File: config.mk
export PLATFORM = sky130hd
export DESIGN_NAME = nec_ir_transmitter
export DESIGN_NICKNAME = d
export VERILOG_FILES = /design/src/hdl/nit_pkg.sv /design/src/hdl/nit_front.sv /design/src/hdl/nit_queue.sv /design/src/hdl/nit_back.sv /design/src/hdl/nec_ir_transmitter.sv
export SDC_FILE = /design/constraint.sdc
export NUM_CORES = 1
export LEC_CHECK = 0
export ABC_AREA = 1
export BUFFER_PORTS_ARGS = -buffer_cell sky130_fd_sc_hd__buf_2
export CORE_MARGIN = 4
export CORE_UTILIZATION = 31
export DETAILED_ROUTE_END_ITERATION = 10
export GPL_TIMING_DRIVEN = 1
export PLACE_DENSITY = 0.48
export SLEW_MARGIN = 25
export SYNTH_ARGS = -nofsm -noshare
export SYNTH_HDL_FRONTEND = slang
export SYNTH_SLANG_ARGS = --single-unit
File: constraint.sdc
create_clock -name clk -period 2.65 [get_ports clk]
set_input_delay 0.1325 -clock clk [delete_from_list [all_inputs] [get_ports clk]]
set_output_delay 0.1325 -clock clk [all_outputs]
set_load 0.02 [all_outputs]
File: src/hdl/nit_pkg.sv
`timescale 1ns / 1ps
// Shared types, codes and the command code table of the NEC IR transmitter.
// No dependencies; every other file in hdl/ except nit_queue imports this package.
package nit_pkg;

  // Input opcodes, carried on s_tuser.
  typedef logic [1:0] opcode_t;
  localparam opcode_t OP_TICK  = 2'd0;
  localparam opcode_t OP_TABLE = 2'd1;
  localparam opcode_t OP_RAW   = 2'd2;
  localparam opcode_t OP_NOP   = 2'd3;

  // Result status codes, carried on m_tuser.
  typedef logic [1:0] status_t;
  localparam status_t ST_OK      = 2'd0;
  localparam status_t ST_ACCEPT  = 2'd1;
  localparam status_t ST_INVALID = 2'd2;
  localparam status_t ST_BUSY    = 2'd3;

  // Configuration register indexes.
  typedef logic [2:0] reg_index_t;
  localparam reg_index_t REG_HEADER_MARK  = 3'd0;
  localparam reg_index_t REG_HEADER_SPACE = 3'd1;
  localparam reg_index_t REG_BIT_MARK     = 3'd2;
  localparam reg_index_t REG_ONE_SPACE    = 3'd3;
  localparam reg_index_t REG_ZERO_SPACE   = 3'd4;
  localparam reg_index_t REG_TRAILER_MARK = 3'd5;
  localparam reg_index_t REG_REPEAT_GAP   = 3'd6;
  localparam reg_index_t REG_REPEAT_COUNT = 3'd7;

  localparam int DUR_W = 17;
  typedef logic [DUR_W-1:0] dur_t;

  // Number of valid entries in the command table.
  localparam logic [4:0] COMMAND_COUNT = 5'd10;

  // Classified command kinds passed from the front end to the back end.
  typedef logic [2:0] cmd_kind_t;
  localparam cmd_kind_t CMD_NOP       = 3'd0;
  localparam cmd_kind_t CMD_TICK      = 3'd1;
  localparam cmd_kind_t CMD_RAW       = 3'd2;
  localparam cmd_kind_t CMD_TABLE     = 3'd3;
  localparam cmd_kind_t CMD_BAD_INDEX = 3'd4;

  typedef struct packed {
    cmd_kind_t   kind;
    logic [31:0] code;
  } cmd_t;

  localparam int CMD_W = $bits(cmd_t);

  // Command table; entries past the tenth read as zero.
  function automatic logic [31:0] code_rom(input logic [3:0] idx);
    logic [31:0] code;
    unique case (idx)
      4'd0:    code = 32'h20DF10EF;
      4'd1:    code = 32'h20DF10EF;
      4'd2:    code = 32'h20DF08F7;
      4'd3:    code = 32'h20DF0CF3;
      4'd4:    code = 32'h20DF0EF1;
      4'd5:    code = 32'h20DF40BF;
      4'd6:    code = 32'h20DFC03F;
      4'd7:    code = 32'h20DF8877;
      4'd8:    code = 32'h20DF48B7;
      4'd9:    code = 32'h20DFC837;
      default: code = 32'h0;
    endcase
    return code;
  endfunction

endpackage

File: src/hdl/nit_front.sv
`timescale 1ns / 1ps
// Front end: decodes an incoming request and looks up table codes.
// Depends on nit_pkg.
module nit_front (
  input  nit_pkg::opcode_t opcode,
  input  logic [3:0]       command_index,
  input  logic [31:0]      raw_code,
  output nit_pkg::cmd_t    cmd
);
  import nit_pkg::*;

  // Classify the request and pick the code it will send.
  always_comb begin
    cmd.kind = CMD_NOP;
    cmd.code = raw_code;
    unique case (opcode)
      OP_TICK: cmd.kind = CMD_TICK;
      OP_TABLE: begin
        if ({1'b0, command_index} >= COMMAND_COUNT) begin
          cmd.kind = CMD_BAD_INDEX;
        end else begin
          cmd.kind = CMD_TABLE;
          cmd.code = code_rom(command_index);
        end
      end
      OP_RAW: cmd.kind = CMD_RAW;
      default: cmd.kind = CMD_NOP;
    endcase
  end

endmodule

File: src/hdl/nit_queue.sv
`timescale 1ns / 1ps
// Small FIFO that decouples the front end from the back end.
// No package dependency; width and depth come from parameters.
module nit_queue #(
  parameter int WIDTH = 35,
  parameter int DEPTH = 4
) (
  input  logic             clk,
  input  logic             rst,
  input  logic             push,
  input  logic [WIDTH-1:0] push_data,
  output logic             full,
  input  logic             pop,
  output logic [WIDTH-1:0] pop_data,
  output logic             not_empty
);
  localparam int AW = (DEPTH > 1) ? $clog2(DEPTH) : 1;
  localparam int CW = $clog2(DEPTH + 1);

  logic [WIDTH-1:0] mem [DEPTH];
  logic [AW-1:0]    wr_ptr;
  logic [AW-1:0]    rd_ptr;
  logic [CW-1:0]    count;

  assign full      = (count == CW'(DEPTH));
  assign not_empty = (count != '0);
  assign pop_data  = mem[rd_ptr];

  // Storage writes.
  always_ff @(posedge clk) begin
    if (push) begin
      mem[wr_ptr] <= push_data;
    end
  end

  // Pointers and fill count.
  always_ff @(posedge clk) begin
    if (rst) begin
      wr_ptr <= '0;
      rd_ptr <= '0;
      count  <= '0;
    end else begin
      if (push) begin
        wr_ptr <= (wr_ptr == AW'(DEPTH - 1)) ? '0 : wr_ptr + 1'b1;
      end
      if (pop) begin
        rd_ptr <= (rd_ptr == AW'(DEPTH - 1)) ? '0 : rd_ptr + 1'b1;
      end
      if (push && !pop) begin
        count <= count + 1'b1;
      end else if (pop && !push) begin
        count <= count - 1'b1;
      end
    end
  end

endmodule

File: src/hdl/nit_back.sv
`timescale 1ns / 1ps
// Back end: configuration registers, the NEC frame sequencer and the result
// output register. Depends on nit_pkg.
module nit_back (
  input  logic               clk,
  input  logic               rst,
  input  logic               cfg_valid,
  input  nit_pkg::reg_index_t cfg_index,
  input  nit_pkg::dur_t      cfg_data,
  input  logic               cmd_valid,
  input  nit_pkg::cmd_t      cmd,
  output logic               cmd_pop,
  output logic               m_tvalid,
  input  logic               m_tready,
  output logic [7:0]         m_tdata,
  output nit_pkg::status_t   m_tuser
);
  import nit_pkg::*;

  localparam logic [2:0] PH_IDLE      = 3'd0;
  localparam logic [2:0] PH_HDR_MARK  = 3'd1;
  localparam logic [2:0] PH_HDR_SPACE = 3'd2;
  localparam logic [2:0] PH_BIT_MARK  = 3'd3;
  localparam logic [2:0] PH_BIT_SPACE = 3'd4;
  localparam logic [2:0] PH_TRAILER   = 3'd5;
  localparam logic [2:0] PH_GAP       = 3'd6;

  dur_t        header_mark_us;
  dur_t        header_space_us;
  dur_t        bit_mark_us;
  dur_t        one_space_us;
  dur_t        zero_space_us;
  dur_t        trailer_mark_us;
  dur_t        repeat_gap_us;
  logic [2:0]  repeat_count;

  logic [2:0]  phase;
  dur_t        tick_counter;
  logic [4:0]  bit_position;
  logic [31:0] shift_code;
  logic [2:0]  repeats_left;
  logic        gap_enabled;

  logic [2:0]  phase_next;
  dur_t        tick_counter_next;
  logic [4:0]  bit_position_next;
  logic [31:0] shift_code_next;
  logic [2:0]  repeats_left_next;
  logic        gap_enabled_next;

  dur_t        tick_dec;
  dur_t        dur;
  logic        load;
  logic        end_frame;
  logic        busy;
  logic [2:0]  frames;
  status_t     status;
  logic        done;
  logic        led_next;

  // Configuration writes; the port never stalls.
  always_ff @(posedge clk) begin
    if (rst) begin
      header_mark_us  <= 17'd9000;
      header_space_us <= 17'd4500;
      bit_mark_us     <= 17'd560;
      one_space_us    <= 17'd1690;
      zero_space_us   <= 17'd560;
      trailer_mark_us <= 17'd560;
      repeat_gap_us   <= 17'd100000;
      repeat_count    <= 3'd3;
    end else if (cfg_valid) begin
      unique case (cfg_index)
        REG_HEADER_MARK:  header_mark_us  <= cfg_data;
        REG_HEADER_SPACE: header_space_us <= cfg_data;
        REG_BIT_MARK:     bit_mark_us     <= cfg_data;
        REG_ONE_SPACE:    one_space_us    <= cfg_data;
        REG_ZERO_SPACE:   zero_space_us   <= cfg_data;
        REG_TRAILER_MARK: trailer_mark_us <= cfg_data;
        REG_REPEAT_GAP:   repeat_gap_us   <= cfg_data;
        default:          repeat_count    <= cfg_data[2:0];
      endcase
    end
  end

  // A command is executed whenever the output register can take its result.
  assign cmd_pop = cmd_valid && (!m_tvalid || m_tready);
  assign busy    = (phase != PH_IDLE);
  assign tick_dec = tick_counter - 17'd1;
  assign frames  = (cmd.kind == CMD_TABLE) ? repeat_count : 3'd1;

  // Sequencer next state for the command at the head of the queue.
  always_comb begin
    phase_next        = phase;
    tick_counter_next = tick_counter;
    bit_position_next = bit_position;
    shift_code_next   = shift_code;
    repeats_left_next = repeats_left;
    gap_enabled_next  = gap_enabled;
    dur       = '0;
    load      = 1'b0;
    end_frame = 1'b0;
    status    = ST_OK;
    done      = 1'b0;
    case (cmd.kind) inside
      CMD_TICK: begin
        if (busy) begin
          tick_counter_next = tick_dec;
          if (tick_dec == '0) begin
            unique case (phase)
              PH_HDR_MARK: begin
                phase_next = PH_HDR_SPACE;
                dur  = header_space_us;
                load = 1'b1;
              end
              PH_HDR_SPACE: begin
                bit_position_next = 5'd31;
                phase_next = PH_BIT_MARK;
                dur  = bit_mark_us;
                load = 1'b1;
              end
              PH_BIT_MARK: begin
                phase_next = PH_BIT_SPACE;
                dur  = shift_code[bit_position] ? one_space_us : zero_space_us;
                load = 1'b1;
              end
              PH_BIT_SPACE: begin
                if (bit_position == 5'd0) begin
                  phase_next = PH_TRAILER;
                  dur = trailer_mark_us;
                end else begin
                  bit_position_next = bit_position - 5'd1;
                  phase_next = PH_BIT_MARK;
                  dur = bit_mark_us;
                end
                load = 1'b1;
              end
              PH_TRAILER: begin
                if (gap_enabled && (repeat_gap_us != '0)) begin
                  phase_next = PH_GAP;
                  dur  = repeat_gap_us;
                  load = 1'b1;
                end else begin
                  end_frame = 1'b1;
                end
              end
              default: end_frame = 1'b1;
            endcase
          end
        end
      end
      CMD_RAW, CMD_TABLE: begin
        if (busy) begin
          status = ST_BUSY;
        end else begin
          status = ST_ACCEPT;
          shift_code_next   = cmd.code;
          repeats_left_next = (frames == 3'd0) ? 3'd1 : frames;
          gap_enabled_next  = (cmd.kind == CMD_TABLE);
          bit_position_next = 5'd0;
          phase_next = PH_HDR_MARK;
          dur  = header_mark_us;
          load = 1'b1;
        end
      end
      CMD_BAD_INDEX: status = busy ? ST_BUSY : ST_INVALID;
      default: status = ST_OK;
    endcase

    // End of a frame: start the next repeat or finish the request.
    if (end_frame) begin
      if (repeats_left > 3'd1) begin
        repeats_left_next = repeats_left - 3'd1;
        phase_next = PH_HDR_MARK;
        dur  = header_mark_us;
        load = 1'b1;
      end else begin
        repeats_left_next = 3'd0;
        phase_next        = PH_IDLE;
        tick_counter_next = '0;
        done              = 1'b1;
      end
    end

    // A zero duration still lasts one tick.
    if (load) begin
      tick_counter_next = (dur == '0) ? 17'd1 : dur;
    end
  end

  assign led_next = (phase_next == PH_HDR_MARK) || (phase_next == PH_BIT_MARK) ||
                    (phase_next == PH_TRAILER);

  // Sequencer state.
  always_ff @(posedge clk) begin
    if (rst) begin
      phase        <= PH_IDLE;
      tick_counter <= '0;
      bit_position <= '0;
      shift_code   <= '0;
      repeats_left <= '0;
      gap_enabled  <= 1'b0;
    end else if (cmd_pop) begin
      phase        <= phase_next;
      tick_counter <= tick_counter_next;
      bit_position <= bit_position_next;
      shift_code   <= shift_code_next;
      repeats_left <= repeats_left_next;
      gap_enabled  <= gap_enabled_next;
    end
  end

  // Result output register.
  always_ff @(posedge clk) begin
    if (rst) begin
      m_tvalid <= 1'b0;
    end else if (cmd_pop) begin
      m_tvalid <= 1'b1;
    end else if (m_tready) begin
      m_tvalid <= 1'b0;
    end
  end

  always_ff @(posedge clk) begin
    if (cmd_pop) begin
      m_tdata <= {5'd0, done, (phase_next != PH_IDLE), led_next};
      m_tuser <= status;
    end
  end

  // The counter is zero exactly when the sequencer is idle.
  a_idle_counter: assert property (@(posedge clk) disable iff (rst)
    (phase == PH_IDLE) |-> (tick_counter == '0))
    else $error("idle sequencer holds a nonzero tick count");

  a_run_counter: assert property (@(posedge clk) disable iff (rst)
    (phase != PH_IDLE) |-> (tick_counter != '0))
    else $error("running sequencer has a zero tick count");

  // A completion result always reports the block as no longer busy.
  a_done_idle: assert property (@(posedge clk) disable iff (rst)
    (m_tvalid && m_tdata[2]) |-> !m_tdata[1])
    else $error("done reported while still busy");

  // An accepted request starts with the header mark lit.
  a_accept_mark: assert property (@(posedge clk) disable iff (rst)
    (m_tvalid && (m_tuser == ST_ACCEPT)) |-> (m_tdata[0] && m_tdata[1]))
    else $error("accepted request did not start a mark");

  // While the result waits, the sequencer does not advance.
  a_stall_hold: assert property (@(posedge clk) disable iff (rst)
    (m_tvalid && !m_tready) |=> $stable(phase) && $stable(tick_counter))
    else $error("sequencer advanced while the result was stalled");

endmodule

File: src/hdl/nec_ir_transmitter.sv
`timescale 1ns / 1ps
// Top level of the NEC IR transmitter: front end decoder, request queue and
// back end sequencer. Depends on nit_pkg, nit_front, nit_queue and nit_back.
//
//   Channel  Direction  Handshake            Payload
//   s_*      in         s_tvalid / s_tready  tuser opcode, tdata index and raw code
//   m_*      out        m_tvalid / m_tready  tdata led, busy, done; tuser status
//   cfg_*    in         cfg_valid / cfg_ready  cfg_index, cfg_data
//
// One request per clock is sustained while the queue is not full. A request is written
// into the queue at its accepting edge and its result is loaded into the output
// register once that register is free, and is held there until m_tready takes it.
// The queue holds FIFO_DEPTH requests, so input keeps flowing while a result
// waits on m_tready; s_tready drops only when the queue is full.
// Reset is synchronous; it restores the register defaults and idles the sequencer.
// cfg_ready is always high.
module nec_ir_transmitter #(
  parameter int FIFO_DEPTH = 4
) (
  input  logic                clk,
  input  logic                rst,
  input  logic                s_tvalid,
  output logic                s_tready,
  input  logic [39:0]         s_tdata,   // command_index[3:0], raw_code[35:4], zero pad
  input  nit_pkg::opcode_t    s_tuser,   // opcode[1:0]
  output logic                m_tvalid,
  input  logic                m_tready,
  output logic [7:0]          m_tdata,   // led_level[0], busy_res[1], done_res[2], zero pad
  output nit_pkg::status_t    m_tuser,   // status[1:0]
  input  logic                cfg_valid,
  output logic                cfg_ready,
  input  nit_pkg::reg_index_t cfg_index,
  input  nit_pkg::dur_t       cfg_data
);
  import nit_pkg::*;

  cmd_t             front_cmd;
  cmd_t             back_cmd;
  logic [CMD_W-1:0] queue_out;
  logic             queue_full;
  logic             queue_valid;
  logic             queue_pop;
  logic             push;
  logic [3:0]       pad_unused;

  assign pad_unused = s_tdata[39:36];
  assign s_tready  = !queue_full;
  assign push      = s_tvalid && s_tready;
  assign cfg_ready = 1'b1;
  assign back_cmd  = cmd_t'(queue_out);

  // Request decode and table lookup.
  nit_front u_front (
    .opcode        (s_tuser),
    .command_index (s_tdata[3:0]),
    .raw_code      (s_tdata[35:4]),
    .cmd           (front_cmd)
  );

  // Request queue between decode and the sequencer.
  nit_queue #(
    .WIDTH (CMD_W),
    .DEPTH (FIFO_DEPTH)
  ) u_queue (
    .clk       (clk),
    .rst       (rst),
    .push      (push),
    .push_data (front_cmd),
    .full      (queue_full),
    .pop       (queue_pop),
    .pop_data  (queue_out),
    .not_empty (queue_valid)
  );

  // Frame sequencer and result register.
  nit_back u_back (
    .clk       (clk),
    .rst       (rst),
    .cfg_valid (cfg_valid),
    .cfg_index (cfg_index),
    .cfg_data  (cfg_data),
    .cmd_valid (queue_valid),
    .cmd       (back_cmd),
    .cmd_pop   (queue_pop),
    .m_tvalid  (m_tvalid),
    .m_tready  (m_tready),
    .m_tdata   (m_tdata),
    .m_tuser   (m_tuser)
  );

  // The decoder never sees pad bits; a request with any set is still legal.
  a_pad_ignored: assert property (@(posedge clk) disable iff (rst)
    (push && (pad_unused != 4'd0)) |-> (front_cmd.kind != CMD_BAD_INDEX) ||
    ({1'b0, s_tdata[3:0]} >= COMMAND_COUNT))
    else $error("pad bits changed the request decode");

  a_no_overflow: assert property (@(posedge clk) disable iff (rst)
    queue_full |-> !push)
    else $error("request pushed into a full queue");

  a_pop_valid: assert property (@(posedge clk) disable iff (rst)
    queue_pop |-> queue_valid)
    else $error("sequencer popped an empty queue");

endmodule

==> summary.json, run 1 <==
{
  "layout": {
    "layout-drive-gt1-share": 0.1708,
    "biggestRegsByFlops": "u_queue.mem: 140 flops, u_back.shift_code: 32 flops",
    "area.growth.synth_to_final_pct": 26.26,
    "max_ffs_per_register": 140,
    "final_core_utilization": 0.3974,
    "layout.cells.most_common": "sky130_fd_sc_hd__nor2_1",
    "inserted_diodes": 0,
    "layout_common_cells": "315 x sky130_fd_sc_hd__nor2_1, 289 x sky130_fd_sc_hd__nand2_1, 246 x sky130_fd_sc_hd__o21ai_0",
    "final_nets": 2162,
    "largest_register": "u_queue.mem"
  },
  "sta": {
    "hold_viol": 0,
    "rsz0062_at_grt": "yes",
    "final_critical_path_setup_slack_ps": 13.29,
    "final.setup_skew_ps": 45.24,
    "final-setup-viol-count": 0,
    "final.min_clock_period_ps": 2637,
    "max_slew_margin": 0.4128,
    "share_of_the_clock_period_used_by_the_worst_path_after_layout": 0.9950,
    "whs_ps": 42.15,
    "fmaxAchievable_mhz": 379.3,
    "tightestPinTransition_ps": 879.8,
    "finalMaxSlewViolations": 0
  },
  "routing": {
    "route.final.wire_length_mm": 44.85,
    "ant_nets": 0,
    "vias": 13300,
    "first_iter_violations": 910,
    "drt_pre_antenna_iters": 5,
    "routed_via_density": 4.799,
    "drc": 0,
    "routedWlPerCell_um": 16.18
  },
  "synth": {
    "synth_cells": 1889,
    "synth_xor_area_frac": 0.002269,
    "synth_seq_cells": 338,
    "dominantRegCellSynth": "sky130_fd_sc_hd__dfxtp_1",
    "synth-edff-count": 145,
    "muxShareOfSynthArea": 0.0006483,
    "async_s_r_ff_share_synth": 0,
    "mappedNetlistArea_um2": 15440,
    "yosysUniqueCellTypes": 55,
    "syn_avg_cell_area_um2": 8.174,
    "synth_fa_ha_area_frac": 0.01507,
    "synth-compound-area-share": 0.1690,
    "yosysSeqAreaShare": 0.5323,
    "synth_simple_gate_area_share": 0.2080,
    "yosys_warnings": 0,
    "synth_top_family_by_area": "simple AND/OR/NAND/NOR gates"
  },
  "clocking": {
    "clock_tree.htree_level_count": 2,
    "clock-sinks": 338,
    "clk_root_buffer_cell": "sky130_fd_sc_hd__clkbuf_16",
    "cts_tree": "yes",
    "ctsLongestPathBuffers": 3,
    "clk_pin_slew_worst_paths_ps": 60,
    "clock_latency_ps": 590,
    "total_cts_buffers": 40
  },
  "die": {
    "floorplan.core_area_um2": 49050,
    "die-area_um2": 53440,
    "io-pin-count": 80,
    "die_h_um": 231.2,
    "core.rowCount": 81,
    "initial_utilization": 0.3148,
    "fp.dieW_um": 231.2
  },
  "setup_path": {
    "cp_common_cell": "sky130_fd_sc_hd__nand2_1",
    "regToRegSetupSlack_ps": 10,
    "setup.worst_path.start_class": "register",
    "critical_path.cell_chain": "buf_4, nor2_4, nand2_4, o21ai_1, nand2_1, inv_2, nand4_1, nor2_2, nand2_1, nor2_4, nand3_4, buf_4, a21oi_1, a21oi_2, nand2_1, nor2_1, nand3_1, nand2_1, nand2_1, a21oi_1",
    "timing.critical_path.to_type": "register",
    "arrival_ps": 3070,
    "worst_r2r_startpoint": "u_back.tick_counter[2]",
    "worst_setup_path_endpoint": "u_back.tick_counter[0]",
    "r2r.worst_path.cells": 20,
    "critical_path_class": "reg2reg",
    "crit_path_max_fanout": 5,
    "required_ps": 3090,
    "max_stage_delay_ps": 330,
    "r2r_end": "u_back.tick_counter[0]",
    "critical_path.startpoint": "u_back.tick_counter[2]",
    "critical_path.slowest_cell": "sky130_fd_sc_hd__dfxtp_1"
  },
  "placed_design": {
    "finalWeightedCongestion": 0.8744,
    "post-place-ws_ps": -106.3,
    "number_of_buffer_cells_added_on_primary_ports": 69,
    "hpwlAfterDp_mm": 28.80
  },
  "grt": {
    "pin_count_of_the_biggest_net_entering_global_routing": 65,
    "grt_overflow_total": 0,
    "grt_pass1_vias": 12830,
    "grt_antenna_before_repair": 1,
    "grt_use_total": 0.1649,
    "grt_first_pass_wirelength_mm": 71.01
  },
  "power": {
    "ir_worst_vdd_mv": 0.5071,
    "power.total_w": 0.02042,
    "leakage_nw": 7.959,
    "power_per_cell_area_nw_per_um2": 1048
  },
  "status": {
    "run_status": "complete, no violations"
  },
  "flow_run": {
    "max_cap_viol_count": 0
  },
  "min_path": {
    "min-delay-path-class": "in2reg"
  }
}
-- layout make-up --
type	instances	area, um2
clock buffers	54	1094
clock inverters	19	262.8
fillers	5039	29560
inverters	179	693.2
multi-input cells	1282	6489
flip-flops and latches	338	8239
well taps	664	830.8
repair buffers	236	1886
-- critical path: cells and delay by family (launching register included) --
kind / cells / cell delay, ps
AND/OR/NAND/NOR: 13 / 1320
AO/OA/AOI/OAI: 4 / 440
buffers and inverters: 3 / 430
flip-flops: 1 / 330
-- Yosys cell counts, drive strengths merged, types with 2 or more instances --
library cell / number / area share
nor2: 343 / 0.085
inv: 171 / 0.042
nand3: 86 / 0.029
or2: 10 / 0.0041
o31ai: 4 / 0.0019
conb: 2 / 0.00049
o21bai: 5 / 0.0024
o21ai: 259 / 0.084
dfxtp: 193 / 0.25
ha: 17 / 0.014
a31oi: 12 / 0.0049
clkinv: 8 / 0.0019
a211oi: 13 / 0.0063
nor3: 11 / 0.0046
a41oi: 2 / 0.0011
o211ai: 14 / 0.0078
o22ai: 33 / 0.013
edfxtp: 145 / 0.28
a21o: 3 / 0.0015
buf: 18 / 0.0096
a22o: 10 / 0.0057
o22a: 2 / 0.0011
a21oi: 109 / 0.035
nand2: 311 / 0.078
nand4: 12 / 0.0053
clkbuf: 78 / 0.019
xor2: 3 / 0.0017
nand3b: 5 / 0.0024
-- how the worst min path moves through the flow --
| stage | startpoint | to | cells after the start |
|---|---|---|---|
| after floorplan | cfg_data[9] | u_back.one_space_us[9] | 2 |
| after global placement | u_back.one_space_us[9] | u_back.one_space_us[9] | 2 |
| after detailed placement | u_back.one_space_us[9] | u_back.one_space_us[9] | 2 |
| after CTS | s_tdata[7] | u_queue.mem[2][3] | 3 |
| after global routing | s_tdata[7] | u_queue.mem[0][3] | 3 |
| final | s_tdata[7] | u_queue.mem[2][3] | 3 |
-- routing by layer --
| layer | wire length (um) | up-vias | track usage |
|---|---|---|---|
| met5 | 13 | - | 0 |
| met4 | 841 | 2 | 0.04135 |
| met3 | 1734 | 54 | 0.02765 |
| met2 | 20530 | 244 | 0.2680 |
| met1 | 21730 | 6303 | 0.2299 |
| li1 | - | 6699 | - |
-- timing repair --
| item | 4_1_cts | 5_1_grt |
|---|---|---|
| resized for setup | 26 | 82 |
| pin swaps | 5 | 13 |
| cloned | 2 | 0 |
| hold buffers | 52 | 0 |
| buffers inserted | 7 | 10 |
| hold endpoints to repair | 254 | 0 |
| setup endpoints to repair | 12 | 25 |
-- power breakdown --
part	switching (W)	internal [W]	leakage [nW]	total, W
combinational	0.00518	0.00294	4.40	0.00812
sequential	0.000470	0.00624	2.91	0.00671
clock	0.00227	0.00332	0.651	0.00559
-- cells by family after synthesis --
kind of cell / Yosys count
muxes: 1
adders and majority gates: 18
and+or+nand+nor: 779
buffers and inverters: 275
DFF: 338
xor gates and xnor gates: 4
AOI/OAI and AO/OA: 472
other: 2
-- metrics by stage --
step | instance area [um2] | setup TNS, ps | instances
4_1_cts | 19150 | 0 | 2762
5_1_grt | 19490 | -607.0 | 2772
3_5_place_dp | 17110 | -319.6 | 2628
6_report | 19490 | 0 | 2772
2_1_floorplan | 15450 | -14900 | 1893
3_3_place_gp | 17110 | -39.48 | 2628
(Power assumes the default switching activity.)
==> inputs of run 2 (changes only) <==
ABC_CLOCK_PERIOD_IN_PS = 2390   (was default)
CORE_MARGIN = 2   (was 4)
clock period = 2.39 ns   (was 2.65 ns; I/O delays follow)
==> summary.json, run 2 (synthesis results as in run 1) <==
{
  "layout": {
    "largest_register": "u_queue.mem",
    "inserted_diodes": 0,
    "final_nets": 2246,
    "max_ffs_per_register": 140,
    "layout_common_cells": "303 x sky130_fd_sc_hd__nor2_1, 279 x sky130_fd_sc_hd__nand2_1, 244 x sky130_fd_sc_hd__o21ai_0",
    "biggestRegsByFlops": "u_queue.mem: 140 flops, u_back.shift_code: 32 flops",
    "area.growth.synth_to_final_pct": 32.31,
    "fin_area_um2": 20430,
    "layout-drive-gt1-share": 0.2282,
    "final_core_utilization": 0.4165,
    "layout.cells.most_common": "sky130_fd_sc_hd__nor2_1"
  },
  "routing": {
    "route.final.wire_length_mm": 46.42,
    "ant_nets": 0,
    "routedWlPerCell_um": 16.26,
    "routed_via_density": 4.796,
    "drt_pre_antenna_iters": 5,
    "vias": 13690,
    "first_iter_violations": 939,
    "drc": 0
  },
  "die": {
    "floorplan.core_area_um2": 49050,
    "io-pin-count": 80,
    "die-area_um2": 51610,
    "initial_utilization": 0.3148,
    "core.rowCount": 81,
    "die_h_um": 227.2,
    "fp.dieW_um": 227.2
  },
  "sta": {
    "tightestPinTransition_ps": 806.6,
    "fmaxAchievable_mhz": 394.4,
    "share_of_the_clock_period_used_by_the_worst_path_after_layout": 1.061,
    "final.setup_skew_ps": 25.71,
    "rsz0062_at_grt": "yes",
    "finalMaxSlewViolations": 0,
    "final_critical_path_setup_slack_ps": -145.6,
    "final-setup-viol-count": 15,
    "final.min_clock_period_ps": 2536,
    "max_slew_margin": 0.4617,
    "hold_viol": 0
  },
  "setup_path": {
    "setup.worst_path.start_class": "register",
    "arrival_ps": 2980,
    "critical_path_class": "reg2reg",
    "required_ps": 2830,
    "crit_path_max_fanout": 8,
    "timing.critical_path.to_type": "register"
  },
  "grt": {
    "grt_overflow_total": 0,
    "pin_count_of_the_biggest_net_entering_global_routing": 47,
    "grt_antenna_before_repair": 0,
    "grt_first_pass_wirelength_mm": 72.54,
    "grt_use_total": 0.1805,
    "grt_pass1_vias": 13140
  },
  "status": {
    "failed_checks": "negative setup slack",
    "run_status": "finished with violations"
  },
  "power": {
    "ir_worst_vdd_mv": 0.4879,
    "leakage_nw": 8.455,
    "p_sw_frac": 0.3863,
    "power.share.sequential": 0.304,
    "p_int_w": 0.01496,
    "net-switching-power_w": 0.009415,
    "power_per_cell_area_nw_per_um2": 1193,
    "share_of_total_power_in_combinational_logic": 0.448,
    "share_clk_of_total_power": 0.248
  },
  "min_path": {
    "min-delay-path-class": "in2reg"
  },
  "clocking": {
    "cts_tree": "yes",
    "clk_pin_slew_worst_paths_ps": 60,
    "ctsLongestPathBuffers": 3,
    "clk_root_buffer_cell": "sky130_fd_sc_hd__clkbuf_16",
    "clock-sinks": 338,
    "total_cts_buffers": 40,
    "clock_latency_ps": 570,
    "clock_tree.htree_level_count": 2
  },
  "placed_design": {
    "number_of_buffer_cells_added_on_primary_ports": 69,
    "hpwlAfterDp_mm": 30.69,
    "finalWeightedCongestion": 0.9104,
    "post-place-ws_ps": -322.7,
    "placedInstanceArea_um2": 17820
  },
  "flow_run": {
    "max_cap_viol_count": 0
  }
}
## run 2: cell types whose count changed in the layout (fill, tap and decap cells not counted), moves of 6 or more
| cell | previous run | this run |
|---|---|---|
| sky130_fd_sc_hd__nand3_2 | 2 | 8 |
| sky130_fd_sc_hd__buf_6 | 5 | 11 |
| sky130_fd_sc_hd__nand3_1 | 83 | 77 |
| sky130_fd_sc_hd__nand2_1 | 289 | 279 |
| sky130_fd_sc_hd__buf_4 | 99 | 175 |
| sky130_fd_sc_hd__inv_1 | 158 | 152 |
| sky130_fd_sc_hd__nor2_1 | 315 | 303 |
| sky130_fd_sc_hd__nor2_4 | 13 | 20 |
## run 2: cell type report
cell class / instances / area (um2)
clock buffer: 52 / 1086
clock inverter: 20 / 226.5
fill: 4952 / 28620
inverter: 179 / 699.4
multi-input combinational: 1281 / 6718
sequential: 338 / 8247
tap: 664 / 830.8
timing repair buffer: 321 / 2621
## run 2: path summary, 6_finish.rpt
check,depth (start not counted),slack [ps],start,endpoint
worst min register to register,2,440,u_back.shift_code[8],u_back.shift_code[8]
worst max register to register,20,-150,u_back.tick_counter[2],u_back.tick_counter[0]
worst max-delay path,20,-150,u_back.tick_counter[2],u_back.tick_counter[0]
worst min-delay path,3,2,s_tdata[13],u_queue.mem[2][9]
## run 2: metal layers
metal,wire (um),share of wire,global-route usage
met2,21070,0.45,0.2862
met5,0,0,0
met4,1147,0.025,0.05735
met3,2124,0.046,0.02801
met1,22070,0.48,0.2523
## run 2: stage by stage
stage	setup TNS [ps]	hold slack, ps	power (W)	std cells
after detailed placement	-5210	427.7	0.01672	2713
after global routing	-6599	31.73	0.02599	2855
after floorplan	-51300	245.6	0.01271	1893
after global placement	-4079	418.1	0.01669	2713
final	-946.7	2.090	0.02437	2855
after CTS	-513.7	3.456	0.02411	2850
## run 2: power groups by stage
stage | logic [W] | registers [W] | clock network, W
global route | 0.0121 | 0.00748 | 0.00643
CTS | 0.0105 | 0.00740 | 0.00620
floorplan | 0.00531 | 0.00740 | 0
finish | 0.0109 | 0.00741 | 0.00604
detailed placement | 0.00928 | 0.00744 | 0
global placement | 0.00925 | 0.00744 | 0
## run 2: worst max-delay path, cell delays in order (launching register included)
cell and delay (ps):
sky130_fd_sc_hd__dfxtp_2 340, sky130_fd_sc_hd__buf_6 120, sky130_fd_sc_hd__nor2_4 150, sky130_fd_sc_hd__nand3_2 140, sky130_fd_sc_hd__o21ai_2 160, sky130_fd_sc_hd__nand2_2 120, sky130_fd_sc_hd__nor3_4 200, sky130_fd_sc_hd__nand3_2 120
sky130_fd_sc_hd__nor2_4 120, sky130_fd_sc_hd__buf_6 110, sky130_fd_sc_hd__nand4_4 170, sky130_fd_sc_hd__nand2_8 160, sky130_fd_sc_hd__nand2_2 60, sky130_fd_sc_hd__nand2_1 70, sky130_fd_sc_hd__nor2_1 50, sky130_fd_sc_hd__nand2_1 60
sky130_fd_sc_hd__nor2_1 40, sky130_fd_sc_hd__nand3_1 70, sky130_fd_sc_hd__nand2_1 50, sky130_fd_sc_hd__nand2_1 50, sky130_fd_sc_hd__a21oi_1 60
## run 2: what timing repair did
action,CTS,global route
setup buffers,14,4
hold endpoints to repair,243,0
gates cloned,2,1
setup endpoints to repair,30,30
gates resized for setup,141,49
hold buffers,49,0
pin swaps,46,21
==> inputs of run 3 (changes only) <==
ABC_AREA = default   (was 1)
==> summary.json, run 3 <==
{
  "placed_design": {
    "placedInstanceArea_um2": 17210,
    "post-place-ws_ps": -1113,
    "placedCellCount": 2243,
    "number_of_buffer_cells_added_on_primary_ports": 69,
    "hpwlAfterDp_mm": 28.06,
    "finalWeightedCongestion": 0.8274
  },
  "clocking": {
    "clock_tree.htree_level_count": 2,
    "clk_root_buffer_cell": "sky130_fd_sc_hd__clkbuf_16",
    "clock_latency_ps": 540,
    "total_cts_buffers": 39,
    "clk_pin_slew_worst_paths_ps": 60,
    "ctsLongestPathBuffers": 3,
    "cts_tree": "yes",
    "clock-sinks": 338
  },
  "die": {
    "initial_utilization": 0.3134,
    "io-pin-count": 80,
    "die_h_um": 223.7,
    "die-area_um2": 50050,
    "floorplan.core_area_um2": 47750,
    "fp.dieW_um": 223.7,
    "core.rowCount": 80
  },
  "layout": {
    "stdcell_count": 2403,
    "inserted_diodes": 0,
    "max_ffs_per_register": 140,
    "largest_register": "u_queue.mem",
    "fillCellCount": 4594,
    "layout.cells.most_common": "sky130_fd_sc_hd__nand2_1",
    "multi_input_area_um2": 6799,
    "biggestRegsByFlops": "u_queue.mem: 140 flops, u_back.shift_code: 32 flops",
    "fin_area_um2": 19960,
    "final_nets": 1842,
    "layout-drive-gt1-share": 0.2813,
    "layout_common_cells": "365 x sky130_fd_sc_hd__nand2_1, 182 x sky130_fd_sc_hd__dfxtp_1, 172 x sky130_fd_sc_hd__buf_4",
    "storage_element_area_um2": 8239,
    "area.growth.synth_to_final_pct": 33.38
  },
  "min_path": {
    "min-delay-path-class": "in2reg",
    "timing.hold.worst_path_depth": 3
  },
  "synth": {
    "yosysUniqueCellTypes": 80,
    "synth-edff-count": 145,
    "synth_area_leaders": "sky130_fd_sc_hd__edfxtp_1 29%, sky130_fd_sc_hd__dfxtp_1 26%, sky130_fd_sc_hd__nand2_1 9.3%",
    "synth_cells": 1485,
    "yosys_warnings": 0,
    "syn_avg_cell_area_um2": 10.08,
    "synth_seq_cells": 338,
    "synth.top_cell.area_share": 0.2909,
    "yosys.cell_count.top_type": "sky130_fd_sc_hd__nand2_1",
    "post-synth-top-area-cell": "sky130_fd_sc_hd__edfxtp_1",
    "mappedNetlistArea_um2": 14970,
    "async_s_r_ff_share_synth": 0,
    "post_synth_most_frequent_cells": "371 x sky130_fd_sc_hd__nand2_1, 193 x sky130_fd_sc_hd__dfxtp_1, 167 x sky130_fd_sc_hd__a21oi_1",
    "dominantRegCellSynth": "sky130_fd_sc_hd__dfxtp_1",
    "yosysSeqAreaShare": 0.5491
  },
  "routing": {
    "met1Wirelength_mm": 19.29,
    "drt_pre_antenna_iters": 5,
    "drc": 0,
    "vias": 12050,
    "ant_nets": 0,
    "route.met2.wl_mm": 21.36,
    "first_iter_violations": 698,
    "uppermost_metal_layer_occupied_by_signal_nets": "met4",
    "routed_via_density": 5.014,
    "routedWlPerCell_um": 17.96,
    "route.final.wire_length_mm": 43.16,
    "wl_met3_mm": 1.576
  },
  "setup_path": {
    "critical_path.slowest_cell": "sky130_fd_sc_hd__o41a_1",
    "arrival_ps": 3440,
    "max_stage_delay_ps": 480,
    "critical_path.cell_chain": "nor4_4, nand4_1, o41a_1, buf_6, a221o_1, a221o_1, a22oi_2, nand3_1, nor4_2, a31o_1",
    "crit_path_max_fanout": 6,
    "required_ps": 2870,
    "r2r.worst_path.cells": 10,
    "critical_path_class": "reg2reg",
    "timing.critical_path.to_type": "register",
    "cp_common_cell": "sky130_fd_sc_hd__a221o_1",
    "setup.worst_path.start_class": "register"
  },
  "status": {
    "run_status": "finished with violations",
    "failed_checks": "negative setup slack"
  },
  "sta": {
    "hold_viol": 0,
    "share_of_the_clock_period_used_by_the_worst_path_after_layout": 1.242,
    "whs_ps": 31.97,
    "max_slew_margin": 0.4486,
    "fmaxAchievable_mhz": 336.8,
    "final_critical_path_setup_slack_ps": -579.4,
    "tightestPinTransition_ps": 825.1,
    "final.min_clock_period_ps": 2969,
    "final.setup_skew_ps": 15.05,
    "rsz0062_at_grt": "yes",
    "final-setup-viol-count": 30,
    "finalMaxSlewViolations": 0
  },
  "power": {
    "leakage_nw": 7.391,
    "power.total_w": 0.01994,
    "power_per_cell_area_nw_per_um2": 998.7,
    "ir_worst_vdd_mv": 0.6723
  },
  "grt": {
    "grt_use_total": 0.1698,
    "grt_overflow_total": 0,
    "grt_pass1_vias": 12020,
    "grt_antenna_before_repair": 0,
    "grt_first_pass_wirelength_mm": 67.12,
    "pin_count_of_the_biggest_net_entering_global_routing": 69
  },
  "flow_run": {
    "max_cap_viol_count": 0
  }
}
-- run 3: cell types whose count changed in the layout (fill, tap and decap cells not counted), moves of 29 or more --
cell,change
sky130_fd_sc_hd__a21oi_1,+60
sky130_fd_sc_hd__inv_1,-135
sky130_fd_sc_hd__mux4_2,+39
sky130_fd_sc_hd__nand2_1,+86
sky130_fd_sc_hd__nand3_1,-62
sky130_fd_sc_hd__nand3b_1,+29
sky130_fd_sc_hd__nor2_1,-235
sky130_fd_sc_hd__o21ai_0,-221
sky130_fd_sc_hd__o22ai_1,-33
-- run 3: cell type report --
type / count / area share
sequential: 338 / 0.4127
tap: 615 / 0.03855
clock buffer: 62 / 0.06174
inverter: 21 / 0.003949
multi-input combinational: 1029 / 0.3406
timing repair buffer: 328 / 0.1353
clock inverter: 10 / 0.007146
-- run 3: routing by layer --
layer  vias up  GRT usage
li1       5848          -
met1      5904     0.2214
met2       232     0.2967
met3        65    0.02269
met4         0    0.04452
met5         -          0
-- run 3: metrics by stage --
stage          setup TNS [ps]  utilization
6_report               -13290       0.4181
5_1_grt                -17460       0.4181
4_1_cts                -11620       0.4111
3_5_place_dp           -21850       0.3604
3_3_place_gp           -20450       0.3604
2_1_floorplan           -4930            -
-- run 3: worst paths after layout --
check / end / slack, ps / start
worst max-delay path: u_back.tick_counter[0] / -580 / u_back.repeat_gap_us[3]
worst min-delay path: u_queue.mem[2][11] / 30 / s_tdata[15]
worst max register to register: u_back.tick_counter[0] / -580 / u_back.repeat_gap_us[3]
worst min register to register: u_back.shift_code[14] / 450 / u_back.shift_code[14]
-- run 3: what timing repair did --
action / 4_1_cts / 5_1_grt
resized for setup: 77 / 51
hold buffers: 48 / 0
hold endpoints to repair: 234 / 0
pin swaps: 38 / 43
buffers inserted: 29 / 13
setup endpoints to repair: 31 / 64
gates cloned: 3 / 1
-- run 3: worst max-delay path, delay by kind of cell, from the launching register on --
kind / cells / cell delay [ps]
buffers and inverters: 1 / 170
and+or+nand+nor: 4 / 910
AOI/OAI and AO/OA: 5 / 1480
DFF: 1 / 340
-- run 3: kinds of logic after synthesis --
kind of cell,after synthesis,synth area share
other,2,0.0005018
adders and majority gates,18,0.01555
and+or+nand+nor,617,0.1889
buffers and inverters,124,0.03612
muxes,61,0.07357
xor gates and xnor gates,7,0.004097
AOI/OAI and AO/OA,318,0.1321
DFF,338,0.5491
-- run 3: report_power, final --
part           switching [W]  total (W)  internal [W]
clock network        0.00243    0.00631       0.00388
logic                0.00351    0.00664       0.00313
registers           0.000318    0.00698       0.00666
total                0.00626     0.0199        0.0137
